==> src/rtl/core/wca_pkg.sv <==
package wca_pkg;

  localparam int unsigned ChanCount = 4;
  localparam int unsigned ColorW    = 8;
  localparam int unsigned WeightW   = 16;
  localparam int unsigned ProdW     = 24;
  localparam int unsigned SumW      = 32;
  localparam int unsigned TotalW    = 24;
  localparam int unsigned IndexW    = 8;
  localparam int unsigned CfgIdxW   = 2;

  // request codes
  localparam logic [1:0] ReqSet   = 2'd0;
  localparam logic [1:0] ReqMix   = 2'd1;
  localparam logic [1:0] ReqFinal = 2'd2;

  // one table row: four channel sums and the total weight
  typedef struct packed {
    logic [ChanCount-1:0][SumW-1:0] sum;
    logic [TotalW-1:0]              total;
  } wca_row_t;

  // controller -> datapath
  typedef struct packed {
    logic       take;       // latch the request word
    logic       rd;         // read the addressed row
    logic       upd;        // write back set / mix-in row
    logic       clr;        // clear one row of the reset sweep
    logic       div_load;   // load divider with channel chan
    logic       div_step;   // one restoring step
    logic       div_store;  // keep quotient of channel chan
    logic [1:0] chan;
    logic       res_fire;   // load output word and strobe
  } wca_cmd_t;

  // datapath -> controller
  typedef struct packed {
    logic req_ok;      // legal code and index in range
    logic is_final;
    logic total_zero;
    logic clr_last;
  } wca_sts_t;

endpackage

==> src/rtl/core/wca_ctrl.sv <==
module wca_ctrl (
  input  logic              clk_i,
  input  logic              rst_ni,
  input  logic              start_i,
  output logic              busy_o,
  input  wca_pkg::wca_sts_t sts_i,
  output wca_pkg::wca_cmd_t cmd_o
);
  import wca_pkg::*;

  typedef enum logic [2:0] {
    S_CLEAR,
    S_IDLE,
    S_READ,
    S_EXEC,
    S_DLOAD,
    S_DSTEP,
    S_DSTORE,
    S_FIRE
  } state_e;

  state_e     state_q;
  logic [1:0] chan_q;
  logic [2:0] step_q;

  always_ff @(posedge clk_i or negedge rst_ni) begin
    if (!rst_ni) begin
      state_q <= S_CLEAR;
      chan_q  <= '0;
      step_q  <= '0;
    end else begin
      unique case (state_q)
        S_CLEAR: begin
          if (sts_i.clr_last) state_q <= S_IDLE;
        end
        S_IDLE: begin
          if (start_i) state_q <= S_READ;
        end
        S_READ: begin
          state_q <= sts_i.req_ok ? S_EXEC : S_IDLE;
        end
        S_EXEC: begin
          chan_q <= '0;
          if (!sts_i.is_final) begin
            state_q <= S_IDLE;
          end else if (sts_i.total_zero) begin
            state_q <= S_FIRE;
          end else begin
            state_q <= S_DLOAD;
          end
        end
        S_DLOAD: begin
          step_q  <= '0;
          state_q <= S_DSTEP;
        end
        S_DSTEP: begin
          step_q <= step_q + 3'd1;
          if (step_q == 3'd7) state_q <= S_DSTORE;
        end
        S_DSTORE: begin
          chan_q <= chan_q + 2'd1;
          state_q <= (chan_q == 2'd3) ? S_FIRE : S_DLOAD;
        end
        S_FIRE: begin
          state_q <= S_IDLE;
        end
        default: state_q <= S_IDLE;
      endcase
    end
  end

  assign busy_o = (state_q != S_IDLE);

  always_comb begin
    cmd_o           = '0;
    cmd_o.chan      = chan_q;
    cmd_o.take      = (state_q == S_IDLE) && start_i;
    cmd_o.clr       = (state_q == S_CLEAR);
    cmd_o.rd        = (state_q == S_READ);
    cmd_o.upd       = (state_q == S_EXEC) && !sts_i.is_final;
    cmd_o.div_load  = (state_q == S_DLOAD);
    cmd_o.div_step  = (state_q == S_DSTEP);
    cmd_o.div_store = (state_q == S_DSTORE);
    cmd_o.res_fire  = (state_q == S_FIRE);
  end

endmodule

==> config.mk <==
export PLATFORM = sky130hd
export DESIGN_NAME = wca_ctrl
export DESIGN_NICKNAME = d
export VERILOG_FILES = /design/src/rtl/core/wca_pkg.sv /design/src/rtl/core/wca_ctrl.sv
export SDC_FILE = /design/constraint.sdc
export NUM_CORES = 1
export LEC_CHECK = 0
export ABC_AREA = 1
export BUFFER_PORTS_ARGS = -buffer_cell sky130_fd_sc_hd__buf_2
export CORE_AREA = 5 5 42 44
export DETAILED_ROUTE_END_ITERATION = 6
export DIE_AREA = 0 0 47 49
export PLACE_DENSITY = 0.71
export SETUP_SLACK_MARGIN = 0.5
export SYNTH_ARGS = -nofsm -noshare
export SYNTH_HDL_FRONTEND = slang
export SYNTH_SLANG_ARGS = --single-unit
==> constraint.sdc <==
create_clock -name clk_i -period 2.6 [get_ports clk_i]
set_input_delay 0.52 -clock clk_i [delete_from_list [all_inputs] [get_ports clk_i]]
set_output_delay 0.52 -clock clk_i [all_outputs]
set_load 0.03 [all_outputs]
Word level (Yosys, flattened, before mapping)
Index checks and enable logic that the tools add are counted.
Storage, ports and cells
  logic and storage cells: 35
  bits in registers: 8
  output and inout port bits: 11
  bits of input ports: 7
Cells by class
  mux-type cells: 10
  add/sub/neg operators: 2
  equality and inequality tests: 13
  reduce and logical (&&, ||, !) cells: 7
Operator list (number)
  3-bit case mux with 8 select lines: 1
  3-bit equality test, second input constant: 5
  3-bit two-way mux: 4
  3-bit by 2-bit equality test with 1-bit output, second input constant: 2
  2-bit two-way mux: 3
  3-bit case mux with 2 select lines: 1
  2-bit inequality test, second input constant: 2
  2-bit case mux with 2 select lines: 1
  2-bit nonzero test: 2
  3-bit by 1-bit adder with 3-bit output, second input constant: 1
  3-bit by 1-bit equality test with 1-bit output, second input constant: 1
  3-bit zero test: 1
  3-bit by 1-bit inequality test with 1-bit output, second input constant: 1
  3-bit AND reduction: 1
  2-bit by 1-bit adder with 2-bit output, second input constant: 1
  2-bit equality test, second input constant: 1
  1-bit logical AND: 2
  2-bit by 1-bit inequality test with 1-bit output, second input constant: 1
  1-bit zero test: 1

Logic depth before layout (Yosys ltp)
Gate-level depths: netlist (run 1).
  word-level depth: 3
  mapped depth: 8
  depth with buffers taken out: 7

Worst setup path after synthesis (run 1)
No wires, ideal clock.
  path kind: register -> output
  start point: register state_q[1]
  end point: output cmd_o[9] in the netlist's numbering
  arrival: 1333 ps
  setup slack: 747 ps
  stages on the path, launching flop included: 4
  buffers on the path: 0
  cells stage by stage: dfrtp_1 nor2_2 nand2_1 nor2_1
RTL lines
  start: declaration: line wca_ctrl.sv:22  | state_e state_q;
  start signal: assignment: line wca_ctrl.sv:40  | state_q <= sts_i.req_ok ? S_EXEC : S_IDLE;
  start signal: assignment: line wca_ctrl.sv:62  | state_q <= (chan_q == 2'd3) ? S_FIRE : S_DLOAD;
  end: declaration: line wca_ctrl.sv:7  | output wca_pkg::wca_cmd_t cmd_o

==> metrics.csv, run 1 <==
metric;value;unit
Worst EP required;2.08;ns
full die area;0.00230;mm^2
fin. max-slew vios;0;
antenna cell count;0;
list of most frequent post-synthesis cells;nand2_1 (21), inv_1 (11), dfrtp_1 (8), nor2_1 (8), nand3_1 (7);
achievable frequency;543;MHz
hold_buf cts;0;
post-DR wirelength/cell;9.34;um
Leakage;0.415;nW
critical path type;flip-flop to output port;
Mapped Area;512;um^2
main flop type after synthesis;dfrtp_1;
Fillers;158;
core area;0.00140;mm^2
CP max FO;7;
die height;49;um
Critical path buffers and inverters;2;
cts bufs inserted;3;
CTS Buffer Depth;2;
Post-Route WL;1.02;mm
final setup vio count;0;
post-detail-place hpwl;881;um
RSZ-0062 raised after global routing;false;
Routed Antenna Nets;0;
Ports;18;
Root Buffer;clkbuf_4;
ratio of cells with drive above 1 in the final layout;30.1;%
crit path max-delay cell type;dfrtp_1;
max-cap violations;0;
Hold Crit Class;primary input to asynchronous set/reset pin;
area grow syn2layout;23.5;%
Slew HR;80.7;%
grt total ovfl;0;
antenna violations before repair;0;
top cells by area, synth;dfrtp_1 (39%), nand2_1 (15%), inv_1 (8.1%), ha_1 (7.3%), nand3_1 (6.8%);
initial core utilization;36.5;%
initial DRC count;12;
Post-Synthesis Cells;74;
total track usage;10.7;%
#FFs+latches synth;8;
placement-stage cell area;609;um^2
Clock Skews;0.00160;ns
first-pass GRT wire length;1.77;mm
count leader, synth;nand2_1;
element type at the critical path end;output port;
reg2reg setup slack;1.37;ns
TritonCTS clock tree;built;
design area;632;um^2
EDFF count, synth;0;
DRC violations left;0;
crit path cell chain;nor2_2, nand2_1, clkinv_1, buf_2;
Synth Net Count;84;
Distinct cells, synth;15;
Worst-Margin Slew;0.289;ns
Yosys top cell area share;39.1;%
VDD IR-drop max;0.455;mV
number of iterations in the first detailed-routing pass;4;
CP top delay family;flip-flops;
Resize count post-CTS;0;
sequential area share after synthesis;39.1;%
vias in the first global route;458;
port bufs;17;
clk_lat worst skew;0.25;ns
clock slew at reported path FFs;0.05;ns
die width;47;um
pwr dens;1200;mW/mm^2
asr flop ratio synth;100;%
Final TNS setup;0;ns
nets@finish;105;
CP peak stage delay;0.46;ns
fin crit period;1.84;ns
H-tree depth;1;
Sink Count;8;
vias per cell;4.61;
largest net degree at the start of global routing;10;
Ys Warns;0;
Fin Hold WS;0.102;ns
Vias;503;
status;finished, final reports clean;
worst r2r src;step_q[0];
worst reg-to-reg path cell count;7;
reg-to-reg critical path endpoint;state_q[0];
Fin. Hold Viols;0;
syn_area_per_cell;6.92;um^2
post-CTS setup buffer count;0;
leading area contributor after synthesis;dfrtp_1;
Rows;14;
Critical Path Start Type;flip-flop;
fin crit share;70.8;%
RD Place Congestion;0.832;
Worst EP arrival;1.32;ns
worst max-delay path by stage:
stage / startpoint / end / slack (ns) / cells after the start
after floorplan: state_q[1] / cmd_o[9] / 0.75 / 3
after global placement: state_q[1] / cmd_o[4] / 1.04 / 4
after detailed placement: state_q[1] / cmd_o[4] / 1.03 / 4
after CTS: state_q[1] / cmd_o[4] / 0.74 / 4
after global routing: state_q[1] / cmd_o[4] / 0.64 / 4
final: state_q[1] / cmd_o[4] / 0.76 / 4
layout by cell type (no fill, tap or decap), types with 3 or more instances in the layout:
cell type   n
buf_2      17
clkbuf_4    3
dfrtp_1     8
ha_1        3
inv_1      11
inv_2       3
nand2_1    21
nand3_1     7
nor2_1      8
nor2_2      4
o21ai_1     3
flip-flops by register name, indices dropped and copies added, names as in the netlist:
| signal | cells |
|---|---|
| state_q | 3 |
| chan_q | 2 |
| step_q | 3 |
final cells by class:
type                    count  area (um^2)  share of cell area, %
multi-input cells          50          248                   39.2
flip-flops and latches      8          200                   31.7
repair buffers             17         85.1                   13.5
well taps                  16         20.0                   3.17
clock buffers               3         22.5                   3.56
inverters                  15         56.3                   8.91
through the flow:
step           setup slack, ns  instances  power [mW]  util (%)
2_1_floorplan            0.747         74       0.570         -
6_report                 0.758        109       0.757      45.1
5_1_grt                  0.635        109       0.842      45.1
4_1_cts                  0.742        109       0.771      45.1
3_5_place_dp              1.03        106       0.675      43.5
3_3_place_gp              1.04        106       0.666      43.5
where the power goes:
group	internal, mW	total (mW)	switching [mW]
Clock	0.0525	0.0901	0.0376
Sequential	0.175	0.235	0.0601
Combinational	0.136	0.432	0.296
metal layers:
| metal | GRT usage [%] | wire length [um] | vias up |
|---|---|---|---|
| li1 | - | - | 266 |
| met3 | 2.58 | 69 | 2 |
| met5 | 0 | 0 | - |
| met1 | 12.3 | 426 | 223 |
| met4 | 8.29 | 12 | 0 |
| met2 | 16.1 | 510 | 12 |
cell families (layout without fill, tap and decap cells):
| kind of cell | count (synthesis) | after routing | share of synthesized area (%) |
|---|---|---|---|
| flip-flops | 8 | 8 | 39.1 |
| buffers and inverters | 16 | 35 | 12.5 |
| AND/OR/NAND/NOR | 43 | 43 | 36.4 |
| AO/OA/AOI/OAI | 4 | 4 | 4.64 |
| adder cells (fa/ha/maj) | 3 | 3 | 7.34 |
(Power assumes the default switching activity.)
==> run 2: changes to the inputs <==
Settings changed: ABC_AREA 1 to 0, PLACE_DENSITY 0.71 to 0.74.
Clock period 2.6 ns to 1.7 ns, I/O delays scaled along.
==> metrics.csv, run 2 <==
metric;value;unit;change
core area;0.00140;mm^2;unchanged
cts bufs inserted;3;;unchanged
top cells by area, synth;dfrtp_1 (36%), nand2_1 (8.1%), ha_1 (6.8%), buf_6 (4.1%), mux2_2 (4.1%);;
asr flop ratio synth;100;%;unchanged
Post-Synthesis Cells;62;;-16%
clk_lat worst skew;0.26;ns;about the same
H-tree depth;1;;unchanged
Root Buffer;clkbuf_4;;
DRC violations left;0;;unchanged
internal power;1.17;mW;+220%
Ports;18;;unchanged
most frequent cells in the layout;buf_6 (19), buf_4 (10), nand2_2 (6), nand2_1 (6), buf_2 (6);;
largest net degree at the start of global routing;9;;-1
achievable frequency;644;MHz;
GR Util met1;16.2;%;+3.9 points
Critical Path Start Type;flip-flop;;
die height;49;um;unchanged
ratio of cells with drive above 1 in the final layout;65.7;%;+36 points
Worst EP arrival;1.21;ns;-0.11 ns
initial DRC count;12;;unchanged
placement-stage cell area;706;um^2;+16%
list of most frequent post-synthesis cells;nand2_1 (12), dfrtp_1 (8), nor2_1 (5);;
area grow syn2layout;79.6;%;
max-cap violations;0;;unchanged
#FFs+latches synth;8;;unchanged
VDD IR-drop max;1.07;mV;+140%
clock slew at reported path FFs;0.05;ns;about the same
global-route met2 utilization;22.4;%;+6.3 points
leading area contributor after synthesis;dfrtp_1;;
Leakage;0.463;nW;+12%
critical path type;flip-flop to output port;;
hold endpoint;state_q[0];;
post-DR wirelength/cell;13.8;um;+47%
first-pass GRT wire length;2.39;mm;+35%
Fin. Hold Viols;0;;unchanged
number of iterations in the first detailed-routing pass;4;;unchanged
Routed Antenna Nets;0;;unchanged
fin. max-slew vios;0;;unchanged
nets@finish;110;;+4.8%
RD Place Congestion;0.850;;+2.1%
EDFF count, synth;0;;unchanged
grt total ovfl;0;;unchanged
met3 usage;3.32;%;+0.74 points
Top Registers;state_q (3), step_q (3), chan_q (2);;
Sink Count;8;;unchanged
cell mode on critical path;buf_6;;
vias in the first global route;583;;+27%
Worst-Margin Slew;0.292;ns;+0.00354 ns
final setup vio count;0;;unchanged
sequential area share after synthesis;36.2;%;-2.9 points
element type at the critical path end;output port;;
crit path cell chain;buf_6, buf_8, nor3_4, buf_6;;
Post-Route WL;1.58;mm;+55%
status;finished, final reports clean;;
final setup margin;0.147;ns;-0.611 ns
CP peak stage delay;0.42;ns;-0.04 ns
grt peak-use layer;met2;;
pwr dens;2110;mW/mm^2;+76%
worst r2r src;state_q[2];;
initial core utilization;39.5;%;+2.9 points
Fillers;104;;-34%
hold path depth;3;;
antenna cell count;0;;unchanged
count leader, synth;nand2_1;;
Yosys top cell area share;36.2;%;-2.9 points
Worst EP required;1.36;ns;-0.72 ns
total track usage;14.4;%;+3.7 points
worst reg-to-reg path cell count;7;;unchanged
Distinct cells, synth;27;;+12
reg-to-reg critical path endpoint;state_q[1];;
Rows;14;;unchanged
Vias;569;;+13%
CP max FO;8;;+1
sequential group share of total power;18.7;%;-12 points
fin crit share;91.3;%;
Mapped Area;553;um^2;+8.1%
syn_area_per_cell;8.92;um^2;+29%
port bufs;17;;unchanged
TritonCTS clock tree;built;;
main flop type after synthesis;dfrtp_1;;
Comb power frac;73.9;%;+17 points
net switching fraction of the power;44.0;%;-8.1 points
Switch Pwr;0.920;mW;+130%
Design Power;2.09;mW;+180%
antenna violations before repair;0;;unchanged
Final TNS setup;0;ns;unchanged
full die area;0.00230;mm^2;unchanged
Clock Power Share;7.4;%;-4.5 points
Synth Net Count;72;;-14%
commonest non-fill, non-tap cell in the layout;buf_6;;
fin crit period;1.55;ns;
vias per cell;4.95;;+7.2%
die width;47;um;unchanged
Slew HR;80.3;%;-0.42 points
Hold Crit Class;primary input to flip-flop;;
post-detail-place hpwl;931;um;+5.8%
CTS Buffer Depth;2;;unchanged
crit path max-delay cell type;dfrtp_2;;
Place WS;0.240;ns;-0.785 ns
reg2reg setup slack;0.22;ns;-1.15 ns
Clock Skews;0.00761;ns;+0.00601 ns
HP Start;sts_i[0];;
design area;993;um^2;+57%
RSZ-0062 raised after global routing;true;;
Ys Warns;0;;unchanged
-- run 2: stage by stage --
step | hold WS [ns] | util (%) | std cells
6_report | 0.393 | 70.9 | 115
5_1_grt | 0.422 | 70.9 | 115
4_1_cts | 0.374 | 66.9 | 110
3_5_place_dp | 0.189 | 50.4 | 96
3_3_place_gp | 0.188 | 50.4 | 96
2_1_floorplan | 0.0444 | - | 62
-- run 2: per-layer routing --
layer,vias to the layer above,wire (um),share of wire (%)
met5,-,0,0
met3,2,71,4.5
li1,291,-,-
met4,0,11,0.70
met1,259,683,43
met2,17,815,52
-- run 2: power by group through the flow --
stage                     registers, mW  logic (mW)  clock network [mW]
after floorplan                   0.394       0.761                   0
after detailed placement          0.379       0.988                   0
after CTS                         0.380        1.39               0.166
after global routing              0.406        1.67               0.176
after global placement            0.373       0.974                   0
final                             0.392        1.55               0.154
-- run 2: kinds of logic (layout without fill, tap and decap cells) --
| logic type | count (synthesis) | count (layout) | share of synthesized area, % |
|---|---|---|---|
| and+or+nand+nor | 28 | 28 | 27.2 |
| AOI/OAI and AO/OA | 13 | 13 | 14.5 |
| DFF | 8 | 8 | 36.2 |
| buffers and inverters | 6 | 43 | 7.69 |
| muxes | 4 | 4 | 7.69 |
| adders and majority gates | 3 | 3 | 6.79 |
-- run 2: how the worst max path moves through the flow --
stage | from | slack (ns) | endpoint | depth (start not counted)
3_5_place_dp | state_q[1] | 0.24 | cmd_o[9] | 3
5_1_grt | state_q[1] | 0.11 | cmd_o[6] | 3
4_1_cts | state_q[2] | 0.13 | cmd_o[9] | 4
2_1_floorplan | state_q[2] | 0.39 | cmd_o[7] | 3
6_report | state_q[2] | 0.15 | cmd_o[6] | 4
3_3_place_gp | state_q[1] | 0.26 | cmd_o[9] | 3
-- run 2: worst max-delay path: cells and delay by family (launching register included) --
kind | cells | cell delay (ns)
buf+inv | 3 | 0.43
flops | 1 | 0.42
simple gates | 1 | 0.11
-- run 2: repair_timing --
action / 4_1_cts / 5_1_grt
pin swaps: 9 / 7
endpoints found under the setup margin: 16 / 16
endpoints found under the hold margin: 8 / 0
buffers inserted: 9 / 5
resized for setup: 40 / 8
hold buffers: 1 / 0
-- run 2: layout make-up --
class | count | area, um^2 | area share, %
inverters | 2 | 7.51 | 0.756
multi-input cells | 48 | 390 | 39.3
well taps | 16 | 20.0 | 2.02
clock buffers | 4 | 26.3 | 2.64
flip-flops and latches | 8 | 205 | 20.7
repair buffers | 37 | 344 | 34.6
